## src/hdl/sab_pkg.sv

```systemverilog
// ----------------------------------------------------------------------------
// sab_pkg
// Shared types and constants for the sorted array binary search core.
// ----------------------------------------------------------------------------
package sab_pkg;

    localparam int VALUE_W     = 32;
    localparam int ENTRY_IDX_W = 10;
    localparam int COUNT_W     = 11;
    localparam int POS_W       = 10;
    localparam int MODE_W      = 2;
    localparam int IN_DATA_W   = 48;
    localparam int OUT_DATA_W  = 16;

    typedef enum logic [MODE_W-1:0] {
        MODE_LOAD  = 2'd0,
        MODE_ANY   = 2'd1,
        MODE_FIRST = 2'd2,
        MODE_LAST  = 2'd3
    } t_mode;

    // Commands from the controller to the datapath
    typedef struct packed {
        logic load;
        logic start;
        logic probe;
        logic step;
        logic finish;
    } t_dp_cmd;

    // Status from the datapath to the controller
    typedef struct packed {
        logic range_empty;
        logic hit;
        logic mode_any;
        logic out_full;
    } t_dp_stat;

endpackage

```

## src/hdl/sab_ctrl.sv

```systemverilog
// ----------------------------------------------------------------------------
// sab_ctrl
// Search sequencer: accepts requests, steps probes, hands off the result.
// ----------------------------------------------------------------------------
module sab_ctrl (
    input  logic                          i_clk,
    input  logic                          i_rst_n,
    input  logic                          i_in_valid,
    input  logic [sab_pkg::MODE_W-1:0]    i_in_mode,
    input  sab_pkg::t_dp_stat             i_stat,
    output logic                          o_in_ready,
    output sab_pkg::t_dp_cmd              o_cmd
);

    typedef enum logic [1:0] {
        ST_IDLE,
        ST_CHECK,
        ST_COMPARE,
        ST_FINISH
    } t_state;

    t_state r_state;
    t_state n_state;
    logic   w_is_load;

    assign w_is_load  = (i_in_mode == sab_pkg::MODE_LOAD);
    assign o_in_ready = (r_state == ST_IDLE);

    always_comb begin
        n_state = r_state;
        o_cmd   = '0;
        case (r_state)
            ST_IDLE: begin
                if (i_in_valid) begin
                    if (w_is_load) begin
                        o_cmd.load = 1'b1;
                    end else begin
                        o_cmd.start = 1'b1;
                        n_state     = ST_CHECK;
                    end
                end
            end
            ST_CHECK: begin
                if (i_stat.range_empty) begin
                    n_state = ST_FINISH;
                end else begin
                    o_cmd.probe = 1'b1;
                    n_state     = ST_COMPARE;
                end
            end
            ST_COMPARE: begin
                o_cmd.step = 1'b1;
                // stop at the first match for an any-match request
                if (i_stat.hit && i_stat.mode_any) begin
                    n_state = ST_FINISH;
                end else begin
                    n_state = ST_CHECK;
                end
            end
            ST_FINISH: begin
                if (!i_stat.out_full) begin
                    o_cmd.finish = 1'b1;
                    n_state      = ST_IDLE;
                end
            end
            default: begin
                n_state = ST_IDLE;
            end
        endcase
    end

    always_ff @(posedge i_clk) begin
        if (!i_rst_n) begin
            r_state <= ST_IDLE;
        end else begin
            r_state <= n_state;
        end
    end

    a_compare_after_read: assert property (@(posedge i_clk) disable iff (!i_rst_n)
        (r_state == ST_COMPARE) |-> ($past(r_state) == ST_CHECK))
        else $error("compare step without a preceding read");

    a_finish_needs_room: assert property (@(posedge i_clk) disable iff (!i_rst_n)
        o_cmd.finish |-> !i_stat.out_full)
        else $error("result loaded over an untaken result");

    a_probe_nonempty: assert property (@(posedge i_clk) disable iff (!i_rst_n)
        o_cmd.probe |-> !i_stat.range_empty)
        else $error("probe issued on an empty range");

endmodule

```

## config.mk

```make
export PLATFORM = sky130hd
export DESIGN_NAME = sab_ctrl
export DESIGN_NICKNAME = d
export VERILOG_FILES = /design/src/hdl/sab_pkg.sv /design/src/hdl/sab_ctrl.sv
export SDC_FILE = /design/constraint.sdc
export NUM_CORES = 1
export LEC_CHECK = 0
export BUFFER_PORTS_ARGS = -buffer_cell sky130_fd_sc_hd__buf_4
export CORE_AREA = 2 2 39 41
export CTS_BUF_LIST = sky130_fd_sc_hd__clkbuf_4
export DETAILED_ROUTE_END_ITERATION = 6
export DIE_AREA = 0 0 41 43
export MAX_ROUTING_LAYER = met4
export PLACE_DENSITY_LB_ADDON = 0.12
export SYNTH_ARGS = -nofsm -noshare
export SYNTH_HDL_FRONTEND = slang
export SYNTH_SLANG_ARGS = --single-unit
```

## constraint.sdc

```tcl
create_clock -name i_clk -period 1.47 [get_ports i_clk]
set_input_delay 0.294 -clock i_clk [delete_from_list [all_inputs] [get_ports i_clk]]
set_output_delay 0.294 -clock i_clk [all_outputs]
set_load 0.1 [all_outputs]
```

==> impl_metrics.tcl, run 1 <==
set metrics [dict create \
    power.density_mw_per_mm2 1050 \
    drive_above_1_share_pct 77.1 \
    grt_max_degree 7 \
    synth.distinct_cells 14 \
    wl_per_cell_um 9.35 \
    htreeDepth 1 \
    cts_num_sinks 2 \
    cts-root-buf "clkbuf_4" \
    placed_cells 48 \
    rr_worst_depth 3 \
    clockPowerShare_pct 32.6 \
    top_regs "r_state: 2 flops" \
    finalSetupViolations 0 \
    place.port_buffers 14 \
    rrSetupSlack_ps 570 \
    path_clk_slew_ps 30 \
    reg2reg_to "r_state[1]$_SDFFE_PN0P_" \
    diodes 0 \
    finalCritPeriodShare_pct 96.1 \
    dp_slack_ps 175 \
    crit_start "r_state[1]$_SDFFE_PN0P_" \
    finalClockSkew_ps 0.363 \
    end_kind "output pin" \
    highest_layer "met3" \
    p_int_mw 0.204 \
    slew-limit-headroom_pct 82.4 \
    synth-main-ff-cell "dfxtp_1" \
    p_comb_share_pct 48.0 \
    p_leak_nw 0.149 \
    rows 14 \
    seq_power_share_pct 19.4 \
    arrival_ps 1120 \
    path_max_fanout 5 \
    fin_crit_ps 1410 \
    ys_top_cells_by_count "nor2_1, dfxtp_1, nand2b_1" \
    switching_share_pct 44.0 \
    synth_most_common_cell "nor2_1" \
    initial_utilization_pct 9.76 \
    final_nets 46 \
    top_register "r_state" \
    hold_viol_final 0 \
    cts_buffers 3 \
    syn-num-nets 27 \
    antenna_left 0 \
    setup_ws_ps 57.4 \
    nFillCells 160 \
    core_area_mm2 0.00138 \
    syn-instance-count 18 \
    synthDominantCellAreaShare_pct 29.6 \
    grt_remaining_overflow 0 \
    critPathCapture "o_cmd[4]" \
    synth_seq_area_share_pct 29.6 \
    route.met3.wl_um 67 \
    syn_area_per_cell_um2 7.51 \
    worstSetupStartpointType "register" \
    worstSkewPairLatency_ps 220 \
    yosys.area.top_type "dfxtp_1" \
    power_switching_mw 0.160 \
    status "finished clean" \
    vdd_drop_max_v 0.000220 \
    clk_path_buf_depth 2 \
    async_reset_ff_share_pct 0 \
    top_level_ports 15 \
    max_cap_violations 0 \
    instances_no_fill 51 \
    synth-seq-cells 2 \
    die_x_um 41 \
    antenna_found_initial 0 \
    vias_per_cell 3.76 \
    grt_pass1_vias 182 \
    dp_hpwl_um 369 \
    final.setup.tns_ps 0 \
    synth_edf_count 0 \
    met2WireLength_um 261 \
    drc_errors 0 \
    dr.pass1.iters 1 \
    cts.hold.buffers_added 0 \
    holdPathStages 2 \
    worst_pin_slew_ps 263 \
    die_area_mm2 0.00176 \
    crit_required_ps 1180 \
    syn_to_final_growth_pct 156 \
    hold_class "input port to register" \
    r2r_start "r_state[1]$_SDFFE_PN0P_" \
    grtUsageTotal_pct 6.37 \
    synth_area_leaders "dfxtp_1, nand2b_1, nor2_1, nor3_2, a32oi_1" \
    cts_setup_buffers 0 \
    grt_first_pass_wirelength_um 662 \
    syn_area_um2 135 \
    slew_viol_final 0 \
    path_class "register to output pin" \
    max_freq_mhz 708 \
    routed_wl_um 477 \
    drtIter0Drc 0 \
    vias 192 \
    gp_congestion 0.563 \
    grt_setup_unrepaired "no" \
    fin_total_pwr_mw 0.364 \
    die_h_um 43 \
    wl_met1_um 148 \
    ys_warn_count 0 \
    largest_reg_flops 2 \
    cts_tree "built" \
]
-- stage by stage --
step / hold WS [ps] / area, um^2 / utilization [%]
final: 312 / 347 / 25.0
after global routing: 301 / 347 / 25.0
after CTS: 301 / 340 / 24.6
after detailed placement: 524 / 302 / 21.8
after global placement: 519 / 302 / 21.8
after floorplan: 422 / 176 / -
-- cells in the final DEF, fill, tap and decap left out --
master,Yosys,final
clkbuf_4,0,3
nand2b_1,2,2
a21oi_1,1,1
and3b_1,1,1
buf_12,0,1
nor2_4,0,3
nor3_2,1,1
dfxtp_4,0,1
a32oi_1,1,1
buf_4,0,11
buf_6,0,2
dfxtp_2,0,1
nand2_4,0,1
nor3_4,0,1
nor2_1,3,1
o21ai_1,1,1
nor2b_1,1,1
nor2b_2,1,1
inv_2,1,1
-- worst min path at each step --
stage / slack [ps] / end / start
CTS: 300 / r_state[1]$_SDFFE_PN0P_ / i_rst_n
floorplan: 420 / r_state[1]$_SDFFE_PN0P_ / i_rst_n
global route: 300 / r_state[1]$_SDFFE_PN0P_ / i_rst_n
detailed placement: 520 / r_state[1]$_SDFFE_PN0P_ / i_rst_n
finish: 310 / r_state[1]$_SDFFE_PN0P_ / i_rst_n
global placement: 520 / r_state[1]$_SDFFE_PN0P_ / i_rst_n
-- area by class of cell --
type                       instances  area, um^2  share of cell area (%)
multi-input combinational         15         130                    37.5
timing repair buffer              14         125                    36.1
tap                               16        20.0                    5.78
inverter                           1        3.75                    1.08
sequential                         2        45.0                    13.0
clock buffer                       3        22.5                    6.50
-- cell families (layout without fill, tap and decap cells) --
kind of cell / after synthesis / after routing / share of synthesized area (%)
and+or+nand+nor: 12 / 12 / 53.7
buffers and inverters: 1 / 18 / 2.78
AOI/OAI and AO/OA: 3 / 3 / 13.9
DFF: 2 / 2 / 29.6
-- critical path, cell delays in order (launching register included) --
cell     delay, ps
dfxtp_2        340
nor2_4         130
nand2_4         70
nor3_4         150
buf_12         200
-- power groups by stage --
stage / logic, mW / registers [mW] / clock network, mW
3_5_place_dp: 0.168 / 0.0714 / 0
2_1_floorplan: 0.127 / 0.0698 / 0
5_1_grt: 0.183 / 0.0721 / 0.131
4_1_cts: 0.173 / 0.0707 / 0.130
3_3_place_gp: 0.168 / 0.0714 / 0
6_report: 0.175 / 0.0705 / 0.119
-- routing by layer --
metal	global-route usage (%)	vias to the layer above
li1	-	97
met1	5.11	83
met2	8.13	12
met3	4.19	0
met4	8.00	0
met5	-	-
-- what timing repair did --
action | 4_1_cts | 5_1_grt
gates cloned | 0 | 0
pin swaps | 1 | 0
endpoints found under the setup margin | 2 | 2
gates resized for setup | 4 | 2
Note: power is estimated with default switching activity, not from simulation.
==> inputs of run 2 (changes only) <==
- REMOVE_ABC_BUFFERS: default -> 1
==> run 2 against run 1 <==
Final area is 11% lower. Non-clock buffer count stayed put. Routed wire length is 9.2% lower. Highest routed layer unchanged. Global-route usage rose by 0.41 points. Power decreased by 4.8%. Die area did not move. Largest cell class is now non-clock buffers. Largest power group unchanged. Setup slack lost 42 ps.
==> impl_metrics.tcl, run 2 (same netlist as run 1, synthesis figures left out) <==
set metrics [dict create \
    nFillCells 161 \
    dr.pass1.iters 4 \
    top_regs "r_state: 2 flops" \
    syn_to_final_growth_pct 129 \
    slew-limit-headroom_pct 81.6 \
    slew_viol_final 0 \
    grtUsageTotal_pct 6.78 \
    path_cells "nor2_4, nand2_2, nor3_2, buf_6" \
    rrSetupSlack_ps 580 \
    grt_setup_unrepaired "yes" \
    fin_total_pwr_mw 0.347 \
    worstHoldEndpoint "r_state[1]$_SDFFE_PN0P_" \
    path_delay_family "simple AND/OR/NAND/NOR gates" \
    cts_tree "built" \
    clk_path_buf_depth 2 \
    diodes 0 \
    reg2reg_to "r_state[1]$_SDFFE_PN0P_" \
    htreeDepth 1 \
    path_buf_inv 1 \
    core_area_mm2 0.00138 \
    final_common_cell "buf_4" \
    place.port_buffers 14 \
    power.density_mw_per_mm2 1120 \
    antenna_found_initial 0 \
    cts-root-buf "clkbuf_4" \
    grt_pass1_vias 197 \
    hold_class "input port to register" \
    wl_per_cell_um 8.49 \
    vdd_drop_max_v 0.000276 \
    path_clk_slew_ps 30 \
    slowest_stage "dfxtp_2" \
    cts_setup_buffers 0 \
    max_cap_violations 0 \
    instances_no_fill 51 \
    max_freq_mhz 688 \
    hold_viol_final 0 \
    cts_num_sinks 2 \
    finalCritPeriodShare_pct 98.9 \
    top_level_ports 15 \
    cts.hold.buffers_added 0 \
    antenna_left 0 \
    grt_max_degree 7 \
    multiInputGateArea_um2 101 \
    top_register "r_state" \
    die_h_um 43 \
    die_area_mm2 0.00176 \
    slowest_delay_ps 340 \
    drc_errors 0 \
    vias_per_cell 3.69 \
    fin_crit_ps 1450 \
    grt_first_pass_wirelength_um 724 \
    gp_congestion 0.538 \
    rows 14 \
    crit_required_ps 1180 \
    routed_wl_um 433 \
    initial_utilization_pct 9.76 \
    utilization_pct 22.3 \
    placed_cells 48 \
    largest_reg_flops 2 \
    whs_ps 303 \
    vias 188 \
    status "finished clean" \
    cts_buffers 3 \
    arrival_ps 1160 \
    worstSetupStartpointType "register" \
    path_class "register to output pin" \
    dp_hpwl_um 379 \
    final_nets 46 \
    rr_worst_depth 3 \
    p_leak_nw 0.139 \
    r2r_start "r_state[1]$_SDFFE_PN0P_" \
    final-seq-area_um2 45.0 \
    worstSkewPairLatency_ps 220 \
    finalClockSkew_ps 0.907 \
    holdPathStages 2 \
    end_kind "output pin" \
    path_max_fanout 5 \
    grt_remaining_overflow 0 \
    worst_pin_slew_ps 279 \
    min-delay-start "i_rst_n" \
    finalSetupViolations 0 \
    die_x_um 41 \
    drtIter0Drc 6 \
    final_cell_mix "buf_4, clkbuf_4, buf_6, nor2_1, nand2b_1" \
    drive_above_1_share_pct 71.4 \
]
-- run 2: changes by cell type in the layout (fill, tap and decap cells not counted) --
cell,change
nand2_4,-1
nor3_1,+1
nand2_2,+1
buf_6,+1
nor2_1,+1
nor2_2,+1
nor2_4,-2
buf_12,-1
nor3_4,-1
-- run 2: worst register-to-register path: cells and delay by family (launching register included) --
| family | cells | cell delay, ps |
|---|---|---|
| flops | 1 | 340 |
| compound gates | 1 | 210 |
| simple gates | 2 | 230 |
-- run 2: how the worst max path moves through the flow --
stage | startpoint | endpoint | slack, ps | cells after the start
4_1_cts | r_state[1]$_SDFFE_PN0P_ | o_cmd[0] | 6 | 3
2_1_floorplan | r_state[0]$_SDFFE_PN0P_ | o_cmd[3] | -2020 | 3
3_3_place_gp | r_state[0]$_SDFFE_PN0P_ | o_cmd[4] | 150 | 4
6_report | r_state[1]$_SDFFE_PN0P_ | o_cmd[4] | 20 | 4
3_5_place_dp | r_state[0]$_SDFFE_PN0P_ | o_cmd[4] | 160 | 4
5_1_grt | r_state[0]$_SDFFE_PN0P_ | o_cmd[4] | -50 | 4
-- run 2: metal layers --
layer / track usage [%] / wire [um]
met1: 7.99 / 190
met3: 3.66 / 82
met2: 6.88 / 160
met5: - / 0
met4: 8.00 / 0
-- run 2: cell type report --
type	instances	share of cell area, %
clock buffer	3	7.29
inverter	1	1.21
multi-input combinational	15	32.8
sequential	2	14.6
tap	16	6.48
timing repair buffer	14	37.7
-- run 2: timing repair --
action / CTS / global route
pin swaps: 0 / 3
resized for setup: 5 / 4
setup endpoints to repair: 3 / 4
-- run 2: stage by stage --
stage	area (um^2)	setup slack (ps)	TNS, ps
detailed placement	260	156	0
finish	309	15.7	0
global placement	260	150	0
CTS	298	5.99	0
floorplan	135	-2020	-6200
global route	309	-46.6	-78.6
-- run 2: where the power goes --
part,switching (mW),internal [mW]
Clock,0.0273,0.0897
Sequential,0.00952,0.0605
Combinational,0.112,0.0474
Total,0.149,0.198
==> inputs of run 3 (changes only) <==
- CELL_PAD_IN_SITES_DETAIL_PLACEMENT: default -> 1
- CELL_PAD_IN_SITES_GLOBAL_PLACEMENT: default -> 2
==> run 3 against run 2 <==
The run now ends with negative setup slack left. Die area did not move. Global-route usage rose by 0.81 points. Power rose by 7.6%. First-iteration DRC count fell by 83%. Count of clock-buffer cells in the layout did not move. Via count rose by 10%. Routed wire length rose by 31%. Combinational power rose by 11%. Setup slack got worse by 28 ps. Critical path type unchanged. Critical endpoint unchanged.
==> impl_metrics.tcl, run 3 (same netlist as run 1, synthesis figures left out) <==
set metrics [dict create \
    worst_pin_slew_ps 279 \
    met1_usage_pct 7.94 \
    path_clk_slew_ps 30 \
    hold_class "input port to register" \
    cts-root-buf "clkbuf_4" \
    vias_per_cell 3.91 \
    whs_ps 307 \
    diodes 0 \
    busiest_layer "met2" \
    largest_reg_flops 2 \
    worstSetupStartpointType "register" \
    crit_required_ps 1180 \
    crit_start "r_state[1]$_SDFFE_PN0P_" \
    wl_per_cell_um 10.7 \
    top_regs "r_state: 2 flops" \
    grt_pass1_vias 197 \
    place.port_buffers 14 \
    routed_wl_um 566 \
    path_max_fanout 5 \
    core_area_mm2 0.00138 \
    min-delay-start "i_rst_n" \
    antenna_found_initial 0 \
    max_freq_mhz 675 \
    setup_ws_ps -12.1 \
    max_cap_violations 0 \
    r2r_start "r_state[1]$_SDFFE_PN0P_" \
    final_common_cell "buf_4" \
    cts_tree "built" \
    syn_to_final_growth_pct 149 \
    vias 207 \
    drc_errors 0 \
    path_class "register to output pin" \
    slew-limit-headroom_pct 81.5 \
    worstSkewPairLatency_ps 230 \
    rows 14 \
    grtUsageTotal_pct 7.58 \
    die_x_um 41 \
    end_kind "output pin" \
    dr.pass1.iters 2 \
    cts_num_sinks 2 \
    die_area_mm2 0.00176 \
    drive_above_1_share_pct 73.0 \
    arrival_ps 1190 \
    grt_first_pass_wirelength_um 786 \
    place_area_um2 260 \
    instances_no_fill 53 \
    fin_total_pwr_mw 0.373 \
    violations "negative setup slack" \
    grt_setup_unrepaired "yes" \
    top_level_ports 15 \
    slew_viol_final 0 \
    antenna_left 0 \
    final_nets 48 \
    grt_remaining_overflow 0 \
    gp_congestion 0.600 \
    fin_area_um2 337 \
    dp_hpwl_um 390 \
    htreeDepth 1 \
    die_h_um 43 \
    hold_viol_final 0 \
    final_cell_mix "buf_4, buf_6, clkbuf_4" \
    p_leak_nw 0.151 \
    placed_cells 48 \
    initial_utilization_pct 9.76 \
    drtIter0Drc 1 \
    fin_crit_ps 1480 \
    clk_path_buf_depth 2 \
    finalCritPeriodShare_pct 101 \
    finalClockSkew_ps 3.95 \
    met2_usage_pct 9.69 \
    grt_max_degree 7 \
    finalSetupViolations 1 \
    top_register "r_state" \
    status "finished, violations left" \
    vdd_drop_max_v 0.000284 \
    nFillCells 176 \
    power.density_mw_per_mm2 1110 \
    cts_buffers 3 \
    use_met3_pct 3.14 \
]
## run 3: routing by layer
metal / vias up / part of all wire [%]
met2: 13 / 51
li1: 99 / -
met4: 0 / 3.4
met5: - / 0
met3: 2 / 9.9
met1: 93 / 36
## run 3: repair_timing
action / CTS / global route
hold buffers: 0 / 0
endpoints found under the setup margin: 4 / 5
gates resized for setup: 6 / 7
pin swaps: 1 / 3
buffers inserted: 1 / 1
## run 3: power breakdown
group / switching [mW] / leakage, nW / internal [mW] / total [mW]
combinational: 0.117 / 0.119 / 0.0602 / 0.177
clock: 0.0351 / 0.0138 / 0.0903 / 0.125
sequential: 0.0104 / 0.0178 / 0.0597 / 0.0701
## run 3: final cells by class
| cell class | count | area (um^2) | share of cell area (%) |
|---|---|---|---|
| clock buffers | 3 | 22.5 | 6.69 |
| inverters | 1 | 3.75 | 1.12 |
| multi-input cells | 15 | 101 | 30.1 |
| flip-flops and latches | 2 | 47.5 | 14.1 |
| well taps | 16 | 20.0 | 5.95 |
| repair buffers | 16 | 141 | 42.0 |
## run 3: metrics by stage
stage / setup slack [ps] / utilization (%) / setup TNS, ps
3_5_place_dp: 141 / 18.8 / 0
5_1_grt: -78.3 / 24.3 / -162
2_1_floorplan: -2020 / - / -6200
6_report: -12.1 / 24.3 / -12.1
3_3_place_gp: 142 / 18.8 / 0
4_1_cts: -15.1 / 22.3 / -41.6
## run 3: path summary, 6_finish.rpt
kind                             end  slack, ps  depth (start not counted)
max                         o_cmd[4]        -10                          4
min          r_state[1]$_SDFFE_PN0P_        310                          2
max reg2reg  r_state[1]$_SDFFE_PN0P_        580                          3
min reg2reg  r_state[1]$_SDFFE_PN0P_        600                          2
## run 3: critical path, cell delays in order (launching register included)
cell     delay [ps]
dfxtp_4         350
nor2_4          120
nand2_2          60
nor3_2          180
buf_6           250
